===== config.mk =====
export PLATFORM = sky130hd
export DESIGN_NAME = linear_sensor_auto_exposure
export DESIGN_NICKNAME = d
export VERILOG_FILES = /design/src/rtl/lsae_pkg.sv /design/src/rtl/linear_sensor_auto_exposure.sv
export SDC_FILE = /design/constraint.sdc
export NUM_CORES = 1
export LEC_CHECK = 0
export BUFFER_PORTS_ARGS = -buffer_cell sky130_fd_sc_hd__buf_2
export CORE_MARGIN = 10
export CORE_UTILIZATION = 55
export DETAILED_ROUTE_END_ITERATION = 7
export HOLD_SLACK_MARGIN = 0.12
export PLACE_DENSITY = 0.79
export SKIP_LAST_GASP = 1
export SLEW_MARGIN = 5
export SYNTH_ARGS = -nofsm -noshare
export SYNTH_HDL_FRONTEND = slang
export SYNTH_SLANG_ARGS = --single-unit

===== constraint.sdc =====
create_clock -name i_clk -period 10.2 [get_ports i_clk]
set_input_delay 1.02 -clock i_clk [delete_from_list [all_inputs] [get_ports i_clk]]
set_output_delay 1.02 -clock i_clk [all_outputs]
set_load 0.01 [all_outputs]

===== src/rtl/lsae_pkg.sv =====
// Package: constants, codes and types for the linear sensor auto exposure block.
`default_nettype none

package lsae_pkg;

    localparam int PIXEL_COUNT    = 256;
    localparam int ADC_FULL_SCALE = 4095;
    localparam int EDGE_MARGIN    = 10;

    localparam int IDX_W  = $clog2(PIXEL_COUNT);
    localparam int PIX_W  = 12;
    localparam int SET_W  = 16;
    localparam int TIME_W = 14;
    localparam int THR_W  = 16;

    localparam int IN_DATA_W  = 32;
    localparam int OUT_DATA_W = 32;

    localparam logic [IDX_W-1:0] IDX_LAST  = IDX_W'(PIXEL_COUNT - 1);
    localparam logic [IDX_W:0]   WIN_LO    = (IDX_W + 1)'(EDGE_MARGIN);
    localparam logic [IDX_W:0]   WIN_HI    = (IDX_W + 1)'((PIXEL_COUNT > EDGE_MARGIN)
                                             ? (PIXEL_COUNT - EDGE_MARGIN) : 0);

    localparam logic [THR_W-1:0] PEAK_HI = THR_W'(ADC_FULL_SCALE * 90 / 100);
    localparam logic [THR_W-1:0] PEAK_LO = THR_W'(ADC_FULL_SCALE * 30 / 100);

    localparam logic [TIME_W-1:0] TIME_MIN   = 14'd500;
    localparam logic [TIME_W-1:0] TIME_MAX   = 14'd10000;
    localparam logic [TIME_W-1:0] TIME_RESET = 14'd2000;

    // x/5 == (x * RECIP5) >> 18, exact for 16-bit x
    localparam logic [15:0] RECIP5 = 16'd52429;
    localparam int          RECIP5_SH = 18;

    localparam logic MODE_PIXEL = 1'b0;
    localparam logic MODE_SET   = 1'b1;

    typedef logic [1:0] t_adj;
    localparam t_adj ADJ_NONE     = 2'd0;
    localparam t_adj ADJ_SHORTEN  = 2'd1;
    localparam t_adj ADJ_LENGTHEN = 2'd2;

endpackage

`default_nettype wire


===== src/rtl/linear_sensor_auto_exposure.sv =====
// Top level: peak-based auto exposure over frames of linear sensor pixel samples.
// Pipeline: an accepted request waits in the input register and moves to the result
// register when that is empty or its result is taken. Throughput: one request per cycle
// while the output is not stalled; input register and result register each hold one
// request, so two requests can wait during an output stall before the input stalls.
// Reset (synchronous, active low): pixel index 0, running peak 0, time 2000 us,
// both pipeline stages empty.
`default_nettype none

module linear_sensor_auto_exposure (
    input  wire logic                               i_clk,
    input  wire logic                               i_rst_n,
    input  wire logic                               i_s_axis_tvalid,
    output logic                                    o_s_axis_tready,
    // [11:0] pixel, [27:12] set_time, [31:28] zero
    input  wire logic [lsae_pkg::IN_DATA_W-1:0]     i_s_axis_tdata,
    // [0] mode
    input  wire logic                               i_s_axis_tuser,
    output logic                                    o_m_axis_tvalid,
    input  wire logic                               i_m_axis_tready,
    // [13:0] integration_time, [25:14] frame_peak, [31:26] zero
    output logic [lsae_pkg::OUT_DATA_W-1:0]         o_m_axis_tdata,
    // frame_done
    output logic                                    o_m_axis_tlast,
    // [1:0] adjustment
    output logic [1:0]                              o_m_axis_tuser
);
    import lsae_pkg::*;

    logic                 r_in_valid;
    logic                 r_mode;
    logic [PIX_W-1:0]     r_pixel;
    logic [SET_W-1:0]     r_set;

    logic [IDX_W-1:0]     r_idx;
    logic [PIX_W-1:0]     r_peak;
    logic [TIME_W-1:0]    r_time;

    logic                 r_out_valid;
    logic [TIME_W-1:0]    r_out_time;
    logic [PIX_W-1:0]     r_out_peak;
    logic                 r_out_done;
    t_adj                 r_out_adj;

    logic                 w_adv;
    logic                 w_take;
    logic                 w_in_win;
    logic                 w_last;
    logic [PIX_W-1:0]     w_peak_upd;
    logic [15:0]          w_x4;
    logic [15:0]          w_x6;
    logic [31:0]          w_prod_dn;
    logic [31:0]          w_prod_up;
    logic [TIME_W-1:0]    w_dn;
    logic [TIME_W-1:0]    w_up;
    logic [TIME_W-1:0]    w_set_clamp;

    logic [IDX_W-1:0]     n_idx;
    logic [PIX_W-1:0]     n_peak;
    logic [TIME_W-1:0]    n_time;
    logic [PIX_W-1:0]     n_out_peak;
    logic                 n_out_done;
    t_adj                 n_out_adj;

    assign w_adv           = r_in_valid && (!r_out_valid || i_m_axis_tready);
    assign o_s_axis_tready = !r_in_valid || w_adv;
    assign w_take          = i_s_axis_tvalid && o_s_axis_tready;

    assign w_in_win   = ({1'b0, r_idx} >= WIN_LO) && ({1'b0, r_idx} < WIN_HI);
    assign w_peak_upd = (w_in_win && (r_pixel > r_peak)) ? r_pixel : r_peak;
    assign w_last     = (r_idx == IDX_LAST);

    assign w_x4      = {r_time, 2'b00};
    assign w_x6      = {r_time, 2'b00} + {1'b0, r_time, 1'b0};
    assign w_prod_dn = 32'(w_x4) * 32'(RECIP5);
    assign w_prod_up = 32'(w_x6) * 32'(RECIP5);
    assign w_dn      = (w_prod_dn[RECIP5_SH +: TIME_W] < TIME_MIN) ? TIME_MIN
                                                               : w_prod_dn[RECIP5_SH +: TIME_W];
    assign w_up      = (w_prod_up[RECIP5_SH +: TIME_W] > TIME_MAX) ? TIME_MAX
                                                               : w_prod_up[RECIP5_SH +: TIME_W];

    always_comb begin
        if (r_set < 16'(TIME_MIN)) begin
            w_set_clamp = TIME_MIN;
        end else if (r_set > 16'(TIME_MAX)) begin
            w_set_clamp = TIME_MAX;
        end else begin
            w_set_clamp = r_set[TIME_W-1:0];
        end
    end

    always_comb begin
        n_idx      = r_idx;
        n_peak     = r_peak;
        n_time     = r_time;
        n_out_peak = r_peak;
        n_out_done = 1'b0;
        n_out_adj  = ADJ_NONE;
        if (r_mode == MODE_SET) begin
            n_time = w_set_clamp;
        end else begin
            n_out_peak = w_peak_upd;
            if (w_last) begin
                n_out_done = 1'b1;
                n_idx      = '0;
                n_peak     = '0;
                if ((THR_W'(w_peak_upd) > PEAK_HI) && (r_time > TIME_MIN)) begin
                    n_time    = w_dn;
                    n_out_adj = ADJ_SHORTEN;
                end else if ((THR_W'(w_peak_upd) < PEAK_LO) && (r_time < TIME_MAX)) begin
                    n_time    = w_up;
                    n_out_adj = ADJ_LENGTHEN;
                end
            end else begin
                n_idx  = r_idx + 1'b1;
                n_peak = w_peak_upd;
            end
        end
    end

    always_ff @(posedge i_clk) begin
        if (!i_rst_n) begin
            r_in_valid  <= 1'b0;
            r_out_valid <= 1'b0;
            r_idx       <= '0;
            r_peak      <= '0;
            r_time      <= TIME_RESET;
        end else begin
            if (w_take) begin
                r_in_valid <= 1'b1;
            end else if (w_adv) begin
                r_in_valid <= 1'b0;
            end
            if (w_adv) begin
                r_out_valid <= 1'b1;
                r_idx       <= n_idx;
                r_peak      <= n_peak;
                r_time      <= n_time;
            end else if (i_m_axis_tready) begin
                r_out_valid <= 1'b0;
            end
        end
    end

    always_ff @(posedge i_clk) begin
        if (w_take) begin
            r_mode  <= i_s_axis_tuser;
            r_pixel <= i_s_axis_tdata[PIX_W-1:0];
            r_set   <= i_s_axis_tdata[PIX_W +: SET_W];
        end
        if (w_adv) begin
            r_out_time <= n_time;
            r_out_peak <= n_out_peak;
            r_out_done <= n_out_done;
            r_out_adj  <= n_out_adj;
        end
    end

    assign o_m_axis_tvalid = r_out_valid;
    assign o_m_axis_tdata  = {(OUT_DATA_W - TIME_W - PIX_W)'(0), r_out_peak, r_out_time};
    assign o_m_axis_tlast  = r_out_done;
    assign o_m_axis_tuser  = r_out_adj;

endmodule

`default_nettype wire


==> metrics.md, run 1 <==
| Metric | Value |
|---|---|
| Most Crowded Layer GR | met2 |
| Post-synth EDFFs | 58 |
| DRT iter0 DRCs | 798 |
| Critical path launch point type | register |
| Met1 usage | 0.2990 |
| Seq cells post-synth | 94 |
| Minimum clock period | 9587 ps |
| Worst-Skew Late Latency | 350 ps |
| Reg2reg end | r_out_time[8] |
| Total die area | 0.03191 mm^2 |
| Antenna Nets Post-Route | 0 |
| Status | completed |
| Req. time, crit path | 10350 ps |
| Synth area leaders | ha_1, fa_1, edfxtp_1 |
| Cell area after layout | 0.01479 mm^2 |
| DRT Pass-1 Iters | 5 |
| Sequential-to-total area share from yosys stat | 0.1779 |
| Post-CTS Hold Fix Bufs | 0 |
| Post-CTS Setup Bufs | 0 |
| Crit share post-route | 0.9399 |
| Final HPWL DP | 29.72 mm |
| Clk sinks | 94 |
| Fraction of registers with async set/reset | 0 |
| Netlist cell types | 92 |
| Max-Cap Viols | 0 |
| Largest net degree at the start of global routing | 39 |
| Area growth syn-to-layout | 6.908% |
| Antenna diodes | 0 |
| RSZ-0062 raised after global routing | false |
| CTS H-tree depth | 3 |
| Total GRT Usage | 0.2276 |
| Rows | 57 |
| Synthesized area per cell | 9.350 um^2 |
| CTS buffer count | 9 |
| Relative slew margins | 0.4048 |
| FMAX | 104.3 MHz |
| Setup TNS Final | 0 ps |
| Vias per cell | 5.868 |
| Mapped Cells | 1480 |
| Min Hold Slack | 534.4 ps |
| Worst stage delay on the critical path | 690 ps |
| Commonest cells in the netlist | inv_1, ha_1, fa_1 |
| Hold path cells | 1 |
| Layout cells sized above 1 | 0.08571 |
| Hold crit path type | register to register |
| Global routing usage on met3 | 0.03023 |
| Post-Place Cell Area | 0.01449 mm^2 |
| Nets | 1963 |
| Clock Pin Slew Worst Setup and Hold Paths | 70 ps |
| Post-synth top area share | 0.2369 |
| CORE AREA | 0.02453 mm^2 |
| Critical Path AT | 9740 ps |
| Initial Utilization | 0.5641 |
| Worst Setup End Kind | register |
| Yosys warning count | 0 |
| Setup violations, final | 0 |
| Chip height | 178.6 um |
| Post-Route WL | 35.40 mm |
| GPL Wtd Cong | 0.9706 |
| Root buffer cell | clkbuf_16 |
| Number of global-route vias before repair | 11140 |
| Synth area leader | ha_1 |
| Flop2flop setup slack | 610 ps |
| Drc violations | 0 |
| R2R cell count | 33 |
| Max-slew violations | 0 |
| Die W | 178.6 um |
| Top FF cell, synth | edfxtp_1 |
| CTS tree | done |
| Hold endpoint | o_m_axis_tvalid |
| Initial antenna violation count | 0 |
| First-pass GRT wire length | 57.90 mm |
| Most frequent cell after synthesis | inv_1 |
| Core Util, Final | 0.6030 |
| Worst Min Path Start | r_in_valid |
| Cell area after synthesis | 0.01384 mm^2 |
| WL per Instance | 18.99 um |
| Via count | 10938 |
| Worst-margin pin slew | 889.5 ps |
| Worst clock skew | 10.69 ps |
| GRT overflow | 0 |
| Max Fanout on Critical Path | 8 |
| PortBufs | 63 |
| Met2 global-route usage | 0.3813 |
| Ports | 74 |
| Bufs on Longest Clock Path | 2 |
| Crit Path Category | register to register |
| Final Hold Fails | 0 |
| Post-cts sizing count | 0 |
| Worst path slowest cell | dfxtp_1 |
| Worst R2R Start | r_time[3] |
## worst max path at each step
stage               startpoint            end  slack [ps]  cells after the start
floorplan            r_time[0]  r_out_time[3]        1810                     33
global placement     r_time[1]  r_out_time[8]        1130                     33
detailed placement   r_time[3]  r_out_time[8]         880                     33
CTS                  r_time[3]  r_out_time[8]         830                     33
global route         r_time[3]  r_out_time[8]          90                     33
finish               r_time[3]  r_out_time[8]         610                     33
## metal layers
metal,vias up,share of wire
li1,5208,-
met1,5292,0.43
met2,379,0.48
met3,59,0.058
met4,0,0.034
met5,-,0
## area by class of cell
class | count | area, um^2
multi-input combinational | 1066 | 10120
fill | 2163 | 9739
sequential | 94 | 2462
inverter | 286 | 1074
timing repair buffer | 78 | 427.9
tap | 324 | 405.4
clock buffer | 10 | 229.0
clock inverter | 6 | 75.07
## logic make-up (layout without fill, tap and decap cells)
family                     count (synthesis)  in the layout  share of synthesized area
other                                      1              6                  0.0002710
and+or+nand+nor                          275            275                    0.09901
AOI/OAI and AO/OA                        333            333                     0.1671
adders and majority gates                391            391                     0.4235
DFF                                       94             94                     0.1779
buffers and inverters                    325            380                    0.09204
xor gates and xnor gates                  58             58                    0.03779
muxes                                      3              3                   0.002351
## sequential cells by signal (all words and copies together) (netlist names)
signal           count
o_m_axis_tlast       1
o_m_axis_tuser       2
o_m_axis_tvalid      1
r_idx                8
r_in_valid           1
r_mode               1
r_out_peak          12
r_out_time          14
r_peak              12
r_pixel             12
r_set               16
r_time              14
## critical path, delay by kind of cell (launching register included)
kind	cells	cell delay (ps)
compound gates	16	3730
fa+ha+maj	8	3370
buf+inv	6	730
flops	1	690
xor+xnor	2	640
simple gates	1	230
## through the flow
| step | setup slack (ps) | instances |
|---|---|---|
| after floorplan | 1809 | 1485 |
| after global placement | 1129 | 1848 |
| after detailed placement | 876.6 | 1848 |
| after CTS | 831.7 | 1864 |
| after global routing | 90.80 | 1864 |
| final | 613.5 | 1864 |
## cell usage in the layout (no fill, tap or decap), types with 35 or more instances in the layout
cell type	count
a21oi_1	91
xnor2_1	35
o21ai_0	52
inv_1	286
edfxtp_1	58
buf_2	63
fa_1	129
nor2_1	50
ha_1	262
dfxtp_1	36
nand2_1	96
Power of run 1 is not shown: default switching activity piles up to over one toggle a cycle in this logic, so the estimate is an artifact.
==> run 2: changes to the inputs <==
PLACE_DENSITY = default   (was 0.79)
PLACE_DENSITY_LB_ADDON = 0.12   (was default)
==> metrics.md, run 2 (same netlist as run 1, synthesis figures left out) <==
| Metric | Value |
|---|---|
| CORE AREA | 0.02453 mm^2 |
| RSZ-0062 raised after global routing | false |
| Post-CTS Setup Bufs | 0 |
| Antenna diodes | 0 |
| Layout cells sized above 1 | 0.08932 |
| Worst clock skew | 14.02 ps |
| Critical Path AT | 9610 ps |
| Total die area | 0.03191 mm^2 |
| Fillers | 2182 |
| Nets | 1968 |
| CTS H-tree depth | 3 |
| Via count | 10781 |
| Post-CTS Hold Fix Bufs | 0 |
| Worst Setup End Kind | register |
| Core Util, Final | 0.6041 |
| Hold crit path type | register to register |
| Antenna Nets Post-Route | 0 |
| DRT Pass-1 Iters | 6 |
| Die W | 178.6 um |
| CTS tree | done |
| GPL Wtd Cong | 0.9566 |
| Cell area after layout | 0.01482 mm^2 |
| Worst stage delay on the critical path | 680 ps |
| Max-slew violations | 0 |
| DRT iter0 DRCs | 839 |
| Crit share post-route | 0.9325 |
| Post-Route WL | 34.95 mm |
| Total GRT Usage | 0.2260 |
| Post-cts sizing count | 0 |
| Post-Place Cell Area | 0.01453 mm^2 |
| Final HPWL DP | 29.68 mm |
| Chip height | 178.6 um |
| Ports | 74 |
| Worst path slowest cell | dfxtp_1 |
| Clk sinks | 94 |
| Commonest non-fill, non-tap cell in the layout | inv_1 |
| Crit Path Category | register to register |
| Minimum clock period | 9512 ps |
| Critical path launch point type | register |
| Leading registers by flop count | r_set (16), r_out_time (14), r_time (14) |
| Largest net degree at the start of global routing | 35 |
| Status | completed |
| Setup TNS Final | 0 ps |
| Max-Cap Viols | 0 |
| Final Hold Fails | 0 |
| Initial Utilization | 0.5641 |
| Max Fanout on Critical Path | 8 |
| Initial antenna violation count | 0 |
| CTS buffer count | 9 |
| First-pass GRT wire length | 57.44 mm |
| Worst-margin pin slew | 974.9 ps |
| Most used cell along the critical path | inv_1 |
| GRT overflow | 0 |
| Req. time, crit path | 10300 ps |
| Vias per cell | 5.768 |
| WL per Instance | 18.70 um |
| Most frequent cells in the layout | inv_1, ha_1, fa_1, nand2_1, a21oi_1 |
| FMAX | 105.1 MHz |
| Root buffer cell | clkbuf_16 |
| Setup violations, final | 0 |
| Worst-Skew Late Latency | 350 ps |
| Relative slew margins | 0.3477 |
| Largest Register | r_set |
| PortBufs | 63 |
| Largest register FFs | 16 |
| Drc violations | 0 |
| Clock Pin Slew Worst Setup and Hold Paths | 80 ps |
| Bufs on Longest Clock Path | 2 |
| Rows | 57 |
| Number of global-route vias before repair | 11022 |
| Area growth syn-to-layout | 7.098% |
## run 2: cell types whose count changed in the layout (fill, tap and decap cells not counted), sizes merged
| cell | before | now |
|---|---|---|
| buf | 78 | 83 |
| bufinv | 1 | 0 |
| clkbuf | 10 | 9 |
| clkinvlp | 1 | 3 |
## run 2: routing by layer
metal / track usage / part of all wire
met5: 0 / 0
met3: 0.03129 / 0.056
met1: 0.3039 / 0.44
met4: 0.08371 / 0.040
met2: 0.3635 / 0.47
## run 2: path summary, 6_finish.rpt
| kind | start | to | slack [ps] | depth (start not counted) |
|---|---|---|---|---|
| max | r_time[3] | r_out_time[1] | 690 | 33 |
| max reg2reg | r_time[3] | r_out_time[1] | 690 | 33 |
| min | r_in_valid | o_m_axis_tvalid | 530 | 1 |
| min reg2reg | r_in_valid | o_m_axis_tvalid | 530 | 1 |
## run 2: area by class of cell
class                      count  area, um^2  share of cell area
clock inverter                 7       67.56            0.004559
inverter                     286        1074             0.07244
timing repair buffer          83       465.4             0.03141
multi-input combinational   1066       10120              0.6829
sequential                    94        2462              0.1661
tap                          324       405.4             0.02735
clock buffer                   9       225.2             0.01520
## run 2: worst max-delay path, delay by kind of cell (launching register included)
kind / cells / cell delay, ps
and+or+nand+nor: 3 / 550
AOI/OAI and AO/OA: 14 / 3340
buffers and inverters: 6 / 720
DFF: 1 / 680
adders and majority gates: 8 / 3360
xor gates and xnor gates: 2 / 630
## run 2: per-stage QoR
step           std cells  worst slack [ps]  hold WS, ps
3_5_place_dp        1853             842.7        518.0
6_report            1869             688.1        531.3
3_3_place_gp        1853              1033        498.5
4_1_cts             1869             785.6        534.0
2_1_floorplan       1485              1809        485.5
5_1_grt             1869             87.78        551.7
Power of run 2 is left out for the same reason.
==> run 3: changes to the inputs <==
--- a/config.mk
+++ b/config.mk
@@ -7,3 +7,3 @@
 export LEC_CHECK = 0
-export BUFFER_PORTS_ARGS = -buffer_cell sky130_fd_sc_hd__buf_2
+export BUFFER_PORTS_ARGS = -buffer_cell sky130_fd_sc_hd__buf_4
 export CORE_MARGIN = 10
--- a/constraint.sdc
+++ b/constraint.sdc
@@ -3,2 +3,2 @@
 set_output_delay 1.02 -clock i_clk [all_outputs]
-set_load 0.01 [all_outputs]
+set_load 0.02 [all_outputs]
==> metrics.md, run 3 (same netlist as run 1, synthesis figures left out) <==
| Metric | Value |
|---|---|
| Buf/Inv on CP | 6 |
| Flop2flop setup slack | 740 ps |
| Largest register FFs | 16 |
| FMAX | 105.7 MHz |
| Worst-Skew Late Latency | 350 ps |
| GRT overflow | 0 |
| CP Depth | 34 |
| Max-slew violations | 0 |
| First-pass GRT wire length | 56.06 mm |
| Max Fanout on Critical Path | 9 |
| Commonest non-fill, non-tap cell in the layout | inv_1 |
| Via count | 10818 |
| Req. time, crit path | 10290 ps |
| Critical path launch point type | register |
| Total die area | 0.03191 mm^2 |
| Layout cells sized above 1 | 0.08814 |
| DRT iter0 DRCs | 783 |
| Nets | 1966 |
| Initial Utilization | 0.5641 |
| WL per Instance | 18.85 um |
| Worst-margin pin slew | 1055 ps |
| Max-Cap Viols | 0 |
| Critical Path AT | 9550 ps |
| Worst Min Path Start | r_in_valid |
| Minimum clock period | 9458 ps |
| DRT Pass-1 Iters | 6 |
| Largest Register | r_set |
| Worst R2R Start | r_time[2] |
| Worst clock skew | 12.78 ps |
| Post-cts sizing count | 0 |
| Worst path slowest cell | dfxtp_1 |
| Antenna Nets Post-Route | 0 |
| Rows | 57 |
| Hold crit path type | register to register |
| Hold endpoint | o_m_axis_tvalid |
| Ports | 74 |
| Hold path cells | 1 |
| Setup TNS Final | 0 ps |
| Clock Pin Slew Worst Setup and Hold Paths | 70 ps |
| Root buffer cell | clkbuf_16 |
| CTS tree | done |
| Bufs on Longest Clock Path | 2 |
| Area growth syn-to-layout | 8.174% |
| CTS H-tree depth | 3 |
| Clk sinks | 94 |
| Most frequent cells in the layout | inv_1, ha_1, fa_1, nand2_1, a21oi_1 |
| Largest net degree at the start of global routing | 40 |
| Worst Setup End Kind | register |
| Drc violations | 0 |
| Worst stage delay on the critical path | 650 ps |
| RSZ-0062 raised after global routing | false |
| Relative slew margins | 0.2899 |
| Die W | 178.6 um |
| Post-CTS Hold Fix Bufs | 0 |
| Vias per cell | 5.794 |
| PortBufs | 63 |
| CORE AREA | 0.02453 mm^2 |
| Worst path top cell family by delay | adder cells |
| Post-Route WL | 35.20 mm |
| Initial antenna violation count | 0 |
| Crit Path Category | register to register |
| Antenna diodes | 0 |
| Reg2reg end | r_out_time[0] |
| Crit share post-route | 0.9273 |
| R2R cell count | 34 |
| Leading registers by flop count | r_set (16), r_out_time (14), r_time (14) |
| Setup violations, final | 0 |
| Number of global-route vias before repair | 10823 |
| Total GRT Usage | 0.2219 |
| Final HPWL DP | 29.97 mm |
| Most used cell along the critical path | inv_1 |
| Final Hold Fails | 0 |
| Core Util, Final | 0.6102 |
| Chip height | 178.6 um |
| Post-CTS Setup Bufs | 0 |
| GPL Wtd Cong | 0.9560 |
| Launch point of the worst path | r_time[2] |
| Status | completed |
| CTS buffer count | 9 |
[run 3: cell types whose count changed in the layout (fill, tap and decap cells not counted), sizes merged]
cell / before / now
buf: 83 / 81
clkinv: 1 / 2
inv: 289 / 291
clkinvlp: 3 / 0
[run 3: stage by stage]
| stage | hold WS (ps) | cell area, um^2 | std cells | setup WS [ps] |
|---|---|---|---|---|
| after floorplan | 485.5 | 13860 | 1485 | 1809 |
| after global placement | 501.8 | 14670 | 1851 | 1046 |
| after detailed placement | 506.7 | 14670 | 1851 | 950.7 |
| after CTS | 525.0 | 14970 | 1867 | 920.6 |
| after global routing | 573.2 | 14970 | 1867 | 281.5 |
| final | 522.7 | 14970 | 1867 | 741.7 |
[run 3: worst max path at each step]
stage	slack, ps	end
after CTS	920	r_out_time[0]
final	740	r_out_time[0]
after global routing	280	r_out_time[1]
after floorplan	1810	r_out_time[3]
after detailed placement	950	r_out_time[0]
after global placement	1050	r_out_time[1]
[run 3: routing by layer]
metal,routed length [um],vias up,track usage
li1,-,5222,-
met3,2118,72,0.03192
met2,16190,338,0.3630
met4,1185,0,0.07199
met5,0,-,0
met1,15710,5186,0.2963
[run 3: cell type report]
class	instances	area (um^2)
clock buffers	9	225.2
clock inverters	7	73.82
fillers	2182	9564
inverters	286	1074
multi-input cells	1066	10120
flip-flops and latches	94	2462
well taps	324	405.4
repair buffers	81	608.1
Power of run 3 is left out for the same reason.
